$ cat src/rtl/arrt_pkg.sv
`timescale 1ns / 1ps

package arrt_pkg;

    localparam int MAX_REGIONS_DEF = 16;
    localparam int PAGE_SIZE_DEF   = 4096;

    typedef enum logic [1:0] {
        ACT_REGISTER = 2'd0,
        ACT_FIND     = 2'd1,
        ACT_CLEAR    = 2'd2,
        ACT_NONE     = 2'd3
    } action_t;

    typedef enum logic [1:0] {
        ST_OK        = 2'd0,
        ST_BAD_RANGE = 2'd1,
        ST_OVERLAP   = 2'd2,
        ST_FULL      = 2'd3
    } status_t;

    typedef enum logic [2:0] {
        S_IDLE,
        S_MUL,
        S_ADD,
        S_SCAN,
        S_DONE
    } state_t;

    typedef struct packed {
        action_t     action;
        logic [63:0] address;
        logic [31:0] num_pages;
        logic [63:0] region_flags;
    } in_item_t;

    typedef struct packed {
        status_t     status;
        logic        found;
        logic [63:0] found_start;
        logic [63:0] found_end;
        logic [63:0] found_flags;
    } out_item_t;

    typedef struct packed {
        logic load;
        logic mul;
        logic add;
        logic scan_init;
        logic scan_run;
        logic emit;
    } cmd_t;

    typedef struct packed {
        action_t req_action;
        action_t cur_action;
        logic    bad_range;
        logic    scan_done;
        logic    out_busy;
    } stat_t;

endpackage

$ cat src/rtl/arrt_ctrl.sv
`timescale 1ns / 1ps

module arrt_ctrl (
    input  logic            clk,
    input  logic            rst_n,
    input  logic            in_valid,
    output logic            in_ready,
    input  arrt_pkg::stat_t stat,
    output arrt_pkg::cmd_t  cmd
);

    arrt_pkg::state_t state_reg;
    arrt_pkg::state_t state_next;

    always_ff @(posedge clk or negedge rst_n)
    begin
        if (!rst_n)
        begin
            state_reg <= arrt_pkg::S_IDLE;
        end
        else
        begin
            state_reg <= state_next;
        end
    end

    always_comb
    begin
        state_next = state_reg;
        cmd        = '0;
        in_ready   = 1'b0;
        unique case (state_reg)
            arrt_pkg::S_IDLE:
            begin
                in_ready = 1'b1;
                if (in_valid)
                begin
                    cmd.load      = 1'b1;
                    cmd.scan_init = 1'b1;
                    unique case (stat.req_action)
                        arrt_pkg::ACT_REGISTER: state_next = arrt_pkg::S_MUL;
                        arrt_pkg::ACT_FIND:     state_next = arrt_pkg::S_SCAN;
                        default:                state_next = arrt_pkg::S_DONE;
                    endcase
                end
            end
            arrt_pkg::S_MUL:
            begin
                cmd.mul    = 1'b1;
                state_next = arrt_pkg::S_ADD;
            end
            arrt_pkg::S_ADD:
            begin
                cmd.add       = 1'b1;
                cmd.scan_init = 1'b1;
                state_next    = arrt_pkg::S_SCAN;
            end
            arrt_pkg::S_SCAN:
            begin
                if (stat.cur_action == arrt_pkg::ACT_REGISTER && stat.bad_range)
                begin
                    state_next = arrt_pkg::S_DONE;
                end
                else if (stat.scan_done)
                begin
                    state_next = arrt_pkg::S_DONE;
                end
                else
                begin
                    cmd.scan_run = 1'b1;
                end
            end
            arrt_pkg::S_DONE:
            begin
                if (!stat.out_busy)
                begin
                    cmd.emit   = 1'b1;
                    state_next = arrt_pkg::S_IDLE;
                end
            end
            default:
            begin
                state_next = arrt_pkg::S_IDLE;
            end
        endcase
    end

endmodule

$ cat src/rtl/arrt_dp.sv
`timescale 1ns / 1ps

module arrt_dp #(
    parameter int MAX_REGIONS = arrt_pkg::MAX_REGIONS_DEF,
    parameter int PAGE_SIZE   = arrt_pkg::PAGE_SIZE_DEF
) (
    input  logic                clk,
    input  logic                rst_n,
    input  arrt_pkg::in_item_t  in_data,
    input  arrt_pkg::cmd_t      cmd,
    output arrt_pkg::stat_t     stat,
    output logic                out_valid,
    input  logic                out_ready,
    output arrt_pkg::out_item_t out_data
);

    localparam int IW = (MAX_REGIONS > 1) ? $clog2(MAX_REGIONS) : 1;
    localparam int PW = $clog2(PAGE_SIZE + 1);
    localparam int MW = 32 + PW;
    localparam logic [IW:0] NUM_SLOTS = (IW + 1)'(MAX_REGIONS);

    arrt_pkg::in_item_t  cur_reg;
    logic [MW-1:0]       prod_reg;
    logic [63:0]         limit_reg;
    logic                carry_reg;
    logic                zero_cnt;

    logic [63:0]         start_mem [MAX_REGIONS];
    logic [63:0]         end_mem   [MAX_REGIONS];
    logic [63:0]         flags_mem [MAX_REGIONS];
    logic [MAX_REGIONS-1:0] valid_reg;

    logic [IW:0]         issue_cnt_reg;
    logic [IW-1:0]       rd_idx;
    logic                issuing;
    logic                chk_live_reg;
    logic                chk_valid_reg;
    logic [IW-1:0]       chk_idx_reg;
    logic [63:0]         rd_start_reg;
    logic [63:0]         rd_end_reg;
    logic [63:0]         rd_flags_reg;

    logic                hit_reg;
    logic [63:0]         hit_start_reg;
    logic [63:0]         hit_end_reg;
    logic [63:0]         hit_flags_reg;
    logic                free_ok_reg;
    logic [IW-1:0]       free_idx_reg;

    logic                match;
    logic [64:0]         sum;
    arrt_pkg::status_t   reg_status;
    logic                commit;

    arrt_pkg::out_item_t out_reg;
    arrt_pkg::out_item_t out_next;
    logic                out_valid_reg;

    assign zero_cnt = (cur_reg.num_pages == 32'd0);
    assign sum      = {1'b0, cur_reg.address} + 65'(prod_reg);
    assign rd_idx   = issue_cnt_reg[IW-1:0];
    assign issuing  = cmd.scan_run && (issue_cnt_reg < NUM_SLOTS) && !hit_reg;

    always_comb
    begin
        match = 1'b0;
        if (chk_live_reg && chk_valid_reg && !hit_reg)
        begin
            if (cur_reg.action == arrt_pkg::ACT_FIND)
            begin
                match = (cur_reg.address >= rd_start_reg) && (cur_reg.address < rd_end_reg);
            end
            else
            begin
                match = (cur_reg.address < rd_end_reg) && (rd_start_reg < limit_reg);
            end
        end
    end

    always_ff @(posedge clk)
    begin
        if (cmd.load)
        begin
            cur_reg <= in_data;
        end
        if (cmd.mul)
        begin
            prod_reg <= MW'(cur_reg.num_pages) * MW'(PAGE_SIZE);
        end
        if (cmd.add)
        begin
            limit_reg <= sum[63:0];
            carry_reg <= sum[64];
        end
        if (issuing)
        begin
            rd_start_reg  <= start_mem[rd_idx];
            rd_end_reg    <= end_mem[rd_idx];
            rd_flags_reg  <= flags_mem[rd_idx];
            chk_valid_reg <= valid_reg[rd_idx];
            chk_idx_reg   <= rd_idx;
        end
        if (match)
        begin
            hit_start_reg <= rd_start_reg;
            hit_end_reg   <= rd_end_reg;
            hit_flags_reg <= rd_flags_reg;
        end
        if (chk_live_reg && !chk_valid_reg && !free_ok_reg)
        begin
            free_idx_reg <= chk_idx_reg;
        end
        if (commit)
        begin
            start_mem[free_idx_reg] <= cur_reg.address;
            end_mem[free_idx_reg]   <= limit_reg;
            flags_mem[free_idx_reg] <= cur_reg.region_flags;
        end
        if (cmd.emit)
        begin
            out_reg <= out_next;
        end
    end

    always_ff @(posedge clk or negedge rst_n)
    begin
        if (!rst_n)
        begin
            issue_cnt_reg <= '0;
            chk_live_reg  <= 1'b0;
            hit_reg       <= 1'b0;
            free_ok_reg   <= 1'b0;
            valid_reg     <= '0;
            out_valid_reg <= 1'b0;
        end
        else
        begin
            if (cmd.scan_init)
            begin
                issue_cnt_reg <= '0;
                chk_live_reg  <= 1'b0;
                hit_reg       <= 1'b0;
                free_ok_reg   <= 1'b0;
            end
            else
            begin
                if (issuing)
                begin
                    issue_cnt_reg <= issue_cnt_reg + 1'b1;
                end
                chk_live_reg <= issuing;
                if (match)
                begin
                    hit_reg <= 1'b1;
                end
                if (chk_live_reg && !chk_valid_reg)
                begin
                    free_ok_reg <= 1'b1;
                end
            end
            if (commit)
            begin
                valid_reg[free_idx_reg] <= 1'b1;
            end
            else if (cmd.emit && cur_reg.action == arrt_pkg::ACT_CLEAR)
            begin
                valid_reg <= '0;
            end
            if (cmd.emit)
            begin
                out_valid_reg <= 1'b1;
            end
            else if (out_ready)
            begin
                out_valid_reg <= 1'b0;
            end
        end
    end

    always_comb
    begin
        if (zero_cnt || carry_reg)
        begin
            reg_status = arrt_pkg::ST_BAD_RANGE;
        end
        else if (hit_reg)
        begin
            reg_status = arrt_pkg::ST_OVERLAP;
        end
        else if (!free_ok_reg)
        begin
            reg_status = arrt_pkg::ST_FULL;
        end
        else
        begin
            reg_status = arrt_pkg::ST_OK;
        end
    end

    assign commit = cmd.emit && (cur_reg.action == arrt_pkg::ACT_REGISTER) &&
                    (reg_status == arrt_pkg::ST_OK);

    always_comb
    begin
        out_next        = '0;
        out_next.status = arrt_pkg::ST_OK;
        unique case (cur_reg.action)
            arrt_pkg::ACT_REGISTER:
            begin
                out_next.status = reg_status;
            end
            arrt_pkg::ACT_FIND:
            begin
                if (hit_reg)
                begin
                    out_next.found       = 1'b1;
                    out_next.found_start = hit_start_reg;
                    out_next.found_end   = hit_end_reg;
                    out_next.found_flags = hit_flags_reg;
                end
            end
            default:
            begin
                out_next.found = 1'b0;
            end
        endcase
    end

    assign stat.req_action = in_data.action;
    assign stat.cur_action = cur_reg.action;
    assign stat.bad_range  = zero_cnt || carry_reg;
    assign stat.scan_done  = hit_reg || ((issue_cnt_reg == NUM_SLOTS) && !chk_live_reg);
    assign stat.out_busy   = out_valid_reg && !out_ready;

    assign out_valid = out_valid_reg;
    assign out_data  = out_reg;

    a_emit_not_busy: assert property (@(posedge clk) disable iff (!rst_n)
        cmd.emit |-> !(out_valid_reg && !out_ready))
        else $error("Result written over an item not yet taken.");

    a_commit_free_slot: assert property (@(posedge clk) disable iff (!rst_n)
        commit |-> !valid_reg[free_idx_reg])
        else $error("Region stored into an occupied slot.");

    a_valid_only_cleared: assert property (@(posedge clk) disable iff (!rst_n)
        !(cmd.emit && cur_reg.action == arrt_pkg::ACT_CLEAR)
        |=> $countones(valid_reg) >= $countones($past(valid_reg)))
        else $error("Slot lost its valid bit outside a clear.");

    a_issue_bound: assert property (@(posedge clk) disable iff (!rst_n)
        issue_cnt_reg <= NUM_SLOTS)
        else $error("Scan counter ran past the table.");

    a_found_status_ok: assert property (@(posedge clk) disable iff (!rst_n)
        cmd.emit && out_next.found |-> out_next.status == arrt_pkg::ST_OK)
        else $error("Find result carries a non-zero status.");

endmodule

$ cat src/rtl/anon_region_range_table.sv
`timescale 1ns / 1ps

// Region table holding up to MAX_REGIONS half-open address ranges with flags.
// Each input item carries an action: register a range of num_pages pages of
// PAGE_SIZE bytes at address, find the region containing address, or clear
// the table. Every item yields exactly one result item with a status code.
// Both channels use valid/ready; in_ready is high only while the block is
// idle, and a finished result sits in an output register so that the next
// item may be accepted while the receiver stalls. A stalled receiver only
// delays the point at which the following result can be written.
// A register multiplies num_pages by PAGE_SIZE, adds the address to form the
// limit and then scans the slots; a find scans the slots directly; a clear or
// an unused action goes straight to the result. The slot scan reads one table
// entry per cycle from the single memory read port and stops early at the
// first overlap or match. One item is in work at a time, and in_ready returns
// once the result is written.
// Reset clears all valid bits, so the table starts empty.

module anon_region_range_table #(
    parameter int MAX_REGIONS = arrt_pkg::MAX_REGIONS_DEF,
    parameter int PAGE_SIZE   = arrt_pkg::PAGE_SIZE_DEF
) (
    input  logic                clk,
    input  logic                rst_n,
    input  logic                in_valid,
    output logic                in_ready,
    input  arrt_pkg::in_item_t  in_data,
    output logic                out_valid,
    input  logic                out_ready,
    output arrt_pkg::out_item_t out_data
);

    arrt_pkg::cmd_t  cmd;
    arrt_pkg::stat_t stat;

    arrt_ctrl u_ctrl (
        .clk      (clk),
        .rst_n    (rst_n),
        .in_valid (in_valid),
        .in_ready (in_ready),
        .stat     (stat),
        .cmd      (cmd)
    );

    arrt_dp #(
        .MAX_REGIONS (MAX_REGIONS),
        .PAGE_SIZE   (PAGE_SIZE)
    ) u_dp (
        .clk       (clk),
        .rst_n     (rst_n),
        .in_data   (in_data),
        .cmd       (cmd),
        .stat      (stat),
        .out_valid (out_valid),
        .out_ready (out_ready),
        .out_data  (out_data)
    );

endmodule

$ cat config.mk
export PLATFORM = sky130hd
export DESIGN_NAME = anon_region_range_table
export DESIGN_NICKNAME = d
export VERILOG_FILES = /design/src/rtl/arrt_pkg.sv /design/src/rtl/arrt_ctrl.sv /design/src/rtl/arrt_dp.sv /design/src/rtl/anon_region_range_table.sv
export SDC_FILE = /design/constraint.sdc
export NUM_CORES = 2
export LEC_CHECK = 0
export BUFFER_PORTS_ARGS = -buffer_cell sky130_fd_sc_hd__buf_2
export CAP_MARGIN = 20
export CORE_ASPECT_RATIO = 1.2
export CORE_UTILIZATION = 45
export CTS_BUF_LIST = sky130_fd_sc_hd__clkbuf_2 sky130_fd_sc_hd__clkbuf_4 sky130_fd_sc_hd__clkbuf_8
export CTS_CLUSTER_SIZE = 16
export DETAILED_ROUTE_END_ITERATION = 10
export SLEW_MARGIN = 0
export SYNTH_ARGS = -nofsm -noshare
export SYNTH_HDL_FRONTEND = slang
export SYNTH_HIERARCHICAL = 1
export SYNTH_SLANG_ARGS = --single-unit
$ cat constraint.sdc
create_clock -name clk -period 73.6 [get_ports clk]
set_input_delay 3.68 -clock clk [delete_from_list [all_inputs] [get_ports clk]]
set_output_delay 3.68 -clock clk [all_outputs]
set_load 0.05 [all_outputs]
==> results list <==
* Run status: finished clean
- In the layout the commonest cells are sky130_fd_sc_hd__edfxtp_1 (3919), sky130_fd_sc_hd__mux4_2 (965), sky130_fd_sc_hd__clkbuf_8 (629), sky130_fd_sc_hd__buf_2 (362), sky130_fd_sc_hd__ha_1 (224).
- CTS tree: yes
* Distinct cell type count after synthesis: 71
- Maximum achievable frequency: 0.125 GHz
- The path class of the tightest hold or removal check is flop to flop.
- Die ar.: 0.336 mm²
* DR vias/cell: 5.79
- Kind of cell adding the most delay to the critical path: buffers and inverters
- Post-detailed-route DRC marker count: 0
* Cts-stage hold buffer count: 0
* DIE HEIGHT: 634 µm
- By instance count, the cell type seen most on the critical path is sky130_fd_sc_hd__buf_4.
* YS warnings: 6
- Number of synthesized flops with an enable pin: 3919
* CP required: 74.37 ns
* Ratio of cells with drive above 1 in the final layout: 31.9%
* Largest net degree at the start of global routing: 138
- First-pass GRT wire length: 532 mm
* Number of global-route vias before repair: 74300
* Maximum vdd drop: 51.3 µV
- The congestion estimate from routability-driven global placement came to 0.837.
* Die span in x: 529 µm
- Gates resized during post-CTS repair numbered 0.
* RSZ-0062 raised after global routing: false
- Arr. time, crit path: 8.75 ns
* Top flip-flop cell by instance count after synthesis: sky130_fd_sc_hd__edfxtp_1
- Fin crit period: 7.98 ns
- GRT Residual Overflow: 0
- Maximum level of the CTS H-tree: 6
- Num ports: 363
- Initial antenna violation count: 34
- Core outline area: 0.331 mm²
- Clk Tree Root Cell: sky130_fd_sc_hd__clkbuf_8
- The first detailed-routing pass took 5 iterations.
* Inserted Clock Buffers: 616
- Critical path capture point type: flop
- Combined global-route utilization of all metal layers: 22.1%
- Clk sink count: 3947
- Number of nets still failing antenna checks after routing: 0
* Share of flip-flops with an asynchronous set or reset: 0.709%
- In the final layout, the registers with the most flip-flops are u_dp/end_mem (1024), u_dp/flags_mem (1024), u_dp/start_mem (1024).
- Row count: 231
* Part of the cycle the worst path needs: 10.8%
- Max stage delay on crit path: 0.97 ns
* Vias: 70900
- The slowest stage of the critical path is the sky130_fd_sc_hd__buf_4 cell.
- For the pin with the worst max-slew slack, the measured transition is 1.19 ns.
- Detailed Route Iter0 Violations: 7261
* Routed WL: 372 mm
- Max-slew violation count: 0
* Avg Synthesized Cell Area: 23.2 µm²
* Post-Route Setup TNS: 0 ns
- Clock Latency Late Sink: 1.20 ns
- Starting density of the core: 45.4%
* Number of endpoints with negative hold slack in the final report: 0
- The count of buffers added on input and output ports is 362.
- Clock skew on the completed layout was measured at 0.0599 ns.
* Leakage: 55.5 nW
- In this run, synthesis produced a sequential element count of 3947.
- Syn nets: 6851
- The net count of the finished layout is 7732.
- Headroom to the max-slew limit came out at 20.4%.
- Maximum count of clock buffers along a single path: 4
- Highest fanout seen on the critical path: 93
* Commonest non-fill, non-tap cell in the layout: sky130_fd_sc_hd__edfxtp_1
* Type of origin of the critical path: input port
- Total chip power: 5.78 mW
- Dpl hpwl: 209 mm
- Area growth from synthesis to layout: 13.3%
- After technology mapping, the gate count stands at 6460.
* Total buffers and inverters traversed by the critical path: 5
- After clock tree synthesis, the clock-pin slew on the worst setup and hold paths is 0.06 ns.
* Cells along the critical path: buf_2 > nor2b_1 > nor4b_4 > buf_12 > nand2_1 > nor4_1 > and3_4 > buf_4 > buf_4 > buf_4
- Power density over the cells: 34.0 mW/mm²
- Kind of critical path: input port to flop
* Setup violations, final: 0
* Synth Cell Area: 0.150 mm²
- In the final routed layout, each cell accounts on average for 30.4 µm.
- Number of buffers inserted by post-CTS setup repair: 0
* Part of the Yosys area used for sequential elements: 78.9%
* Reported max-cap violation count: 0
## final timing paths
kind,start,end,slack (ns),cells past startpoint
worst min register to register,u_dp/rd_flags_reg[44],u_dp/hit_flags_reg[44],0.41,0
worst max register to register,u_dp/limit_reg[10],u_dp/hit_flags_reg[41],66.69,12
worst min-delay path,u_dp/rd_flags_reg[44],u_dp/hit_flags_reg[44],0.41,0
min in group asynchronous,rst_n,u_dp/valid_reg[8],2.60,1
max in group asynchronous,rst_n,u_dp/issue_cnt_reg[1],70.38,1
worst max-delay path,out_ready,u_dp/start_mem[12][9],65.62,10
## layout make-up
cell class	count	area [µm²]
fillers	26000	161000
inverters	206	773
clock buffers	811	10000
repair buffers	537	3370
flip-flops and latches	3947	118000
multi-input cells	2033	29900
well taps	4427	5540
clock inverters	271	1970
diodes	11	27.5
## routing by layer
metal  wire, µm  global-route usage (%)  vias to the layer above
met5        155                       0                        -
met4       8520                    5.59                       22
met3      23700                    3.51                      554
met2     187000                    37.3                     2563
met1     153000                    30.2                    38700
li1           -                       -                    29100
## metrics by stage
step | cells | setup WS (ns) | hold WS, ns | util (%) | instance area [µm²]
CTS | 12200 | 65.68 | 0.404 | 51.4 | 170000
finish | 12200 | 65.62 | 0.414 | 51.4 | 170000
global placement | 11100 | 64.46 | 0.405 | 47.7 | 158000
detailed placement | 11100 | 64.43 | 0.405 | 47.8 | 158000
floorplan | 6460 | 42.85 | 0.400 | - | 150000
global route | 12200 | 65.50 | 0.406 | 51.4 | 170000
## where the power goes
part,internal (mW),total [mW],switching [mW],leakage [nW]
sequential,2.71,2.90,0.188,35.9
combinational,0.478,1.06,0.583,13.3
clock,0.960,1.82,0.859,6.30
## kinds of logic (layout without fill, tap and decap cells)
kind of cell / count (synthesis) / count (layout) / share of synthesized area [%]
AOI/OAI and AO/OA: 276 / 276 / 1.19
xor gates and xnor gates: 53 / 53 / 0.309
adders and majority gates: 225 / 225 / 1.88
buffers and inverters: 480 / 1825 / 1.27
DFF: 3947 / 3947 / 78.9
muxes: 965 / 965 / 14.5
other: 0 / 11 / 0
and+or+nand+nor: 514 / 514 / 1.94
## worst register-to-register path, cell delays in order, from the launching register on
cell and delay (ns):
sky130_fd_sc_hd__edfxtp_1 0.65, sky130_fd_sc_hd__inv_1 0.11, sky130_fd_sc_hd__ha_1 0.22, sky130_fd_sc_hd__or4_1 0.55
sky130_fd_sc_hd__a211oi_1 0.24, sky130_fd_sc_hd__o31a_1 0.29, sky130_fd_sc_hd__o221ai_1 0.30, sky130_fd_sc_hd__a211oi_1 0.69
sky130_fd_sc_hd__o2111ai_1 0.31, sky130_fd_sc_hd__nor2_4 0.61, sky130_fd_sc_hd__buf_4 0.74, sky130_fd_sc_hd__buf_4 0.80
sky130_fd_sc_hd__buf_4 0.85
## Yosys cell counts (3+ instances only)
cell type | instances | area, µm²
sky130_fd_sc_hd__xor2_1 | 27 | 236
sky130_fd_sc_hd__and4_1 | 6 | 52.6
sky130_fd_sc_hd__o31ai_1 | 5 | 37.5
sky130_fd_sc_hd__a2111oi_0 | 3 | 26.3
sky130_fd_sc_hd__nor3b_1 | 10 | 75.1
sky130_fd_sc_hd__nor2b_1 | 6 | 37.5
sky130_fd_sc_hd__nand4_1 | 43 | 269
sky130_fd_sc_hd__nor2_1 | 67 | 251
sky130_fd_sc_hd__mux4_2 | 965 | 21700
sky130_fd_sc_hd__o21a_1 | 19 | 143
sky130_fd_sc_hd__and3_1 | 200 | 1250
sky130_fd_sc_hd__nand2_1 | 70 | 263
sky130_fd_sc_hd__buf_1 | 47 | 176
sky130_fd_sc_hd__o21ai_0 | 32 | 160
sky130_fd_sc_hd__nor4_1 | 14 | 87.6
sky130_fd_sc_hd__nand2b_1 | 16 | 100
sky130_fd_sc_hd__o21ai_1 | 6 | 30.0
sky130_fd_sc_hd__o21bai_1 | 5 | 37.5
sky130_fd_sc_hd__edfxtp_1 | 3919 | 118000
sky130_fd_sc_hd__nor3_1 | 25 | 125
sky130_fd_sc_hd__nand3_1 | 30 | 150
sky130_fd_sc_hd__a211oi_1 | 16 | 120
sky130_fd_sc_hd__inv_1 | 206 | 773
sky130_fd_sc_hd__or3_1 | 3 | 18.8
sky130_fd_sc_hd__xnor2_1 | 26 | 228
sky130_fd_sc_hd__nor4b_1 | 3 | 26.3
sky130_fd_sc_hd__ha_1 | 224 | 2800
sky130_fd_sc_hd__buf_4 | 7 | 52.6
sky130_fd_sc_hd__clkbuf_1 | 168 | 631
sky130_fd_sc_hd__o211ai_1 | 3 | 22.5
sky130_fd_sc_hd__a21oi_1 | 105 | 526
sky130_fd_sc_hd__buf_2 | 51 | 255
sky130_fd_sc_hd__or2_2 | 5 | 31.3
sky130_fd_sc_hd__nor3b_2 | 3 | 37.5
sky130_fd_sc_hd__nand3b_1 | 3 | 22.5
sky130_fd_sc_hd__a21o_1 | 46 | 345
sky130_fd_sc_hd__dfrtp_1 | 28 | 701
sky130_fd_sc_hd__o2111ai_1 | 3 | 26.3
(Power assumes the default switching activity.)
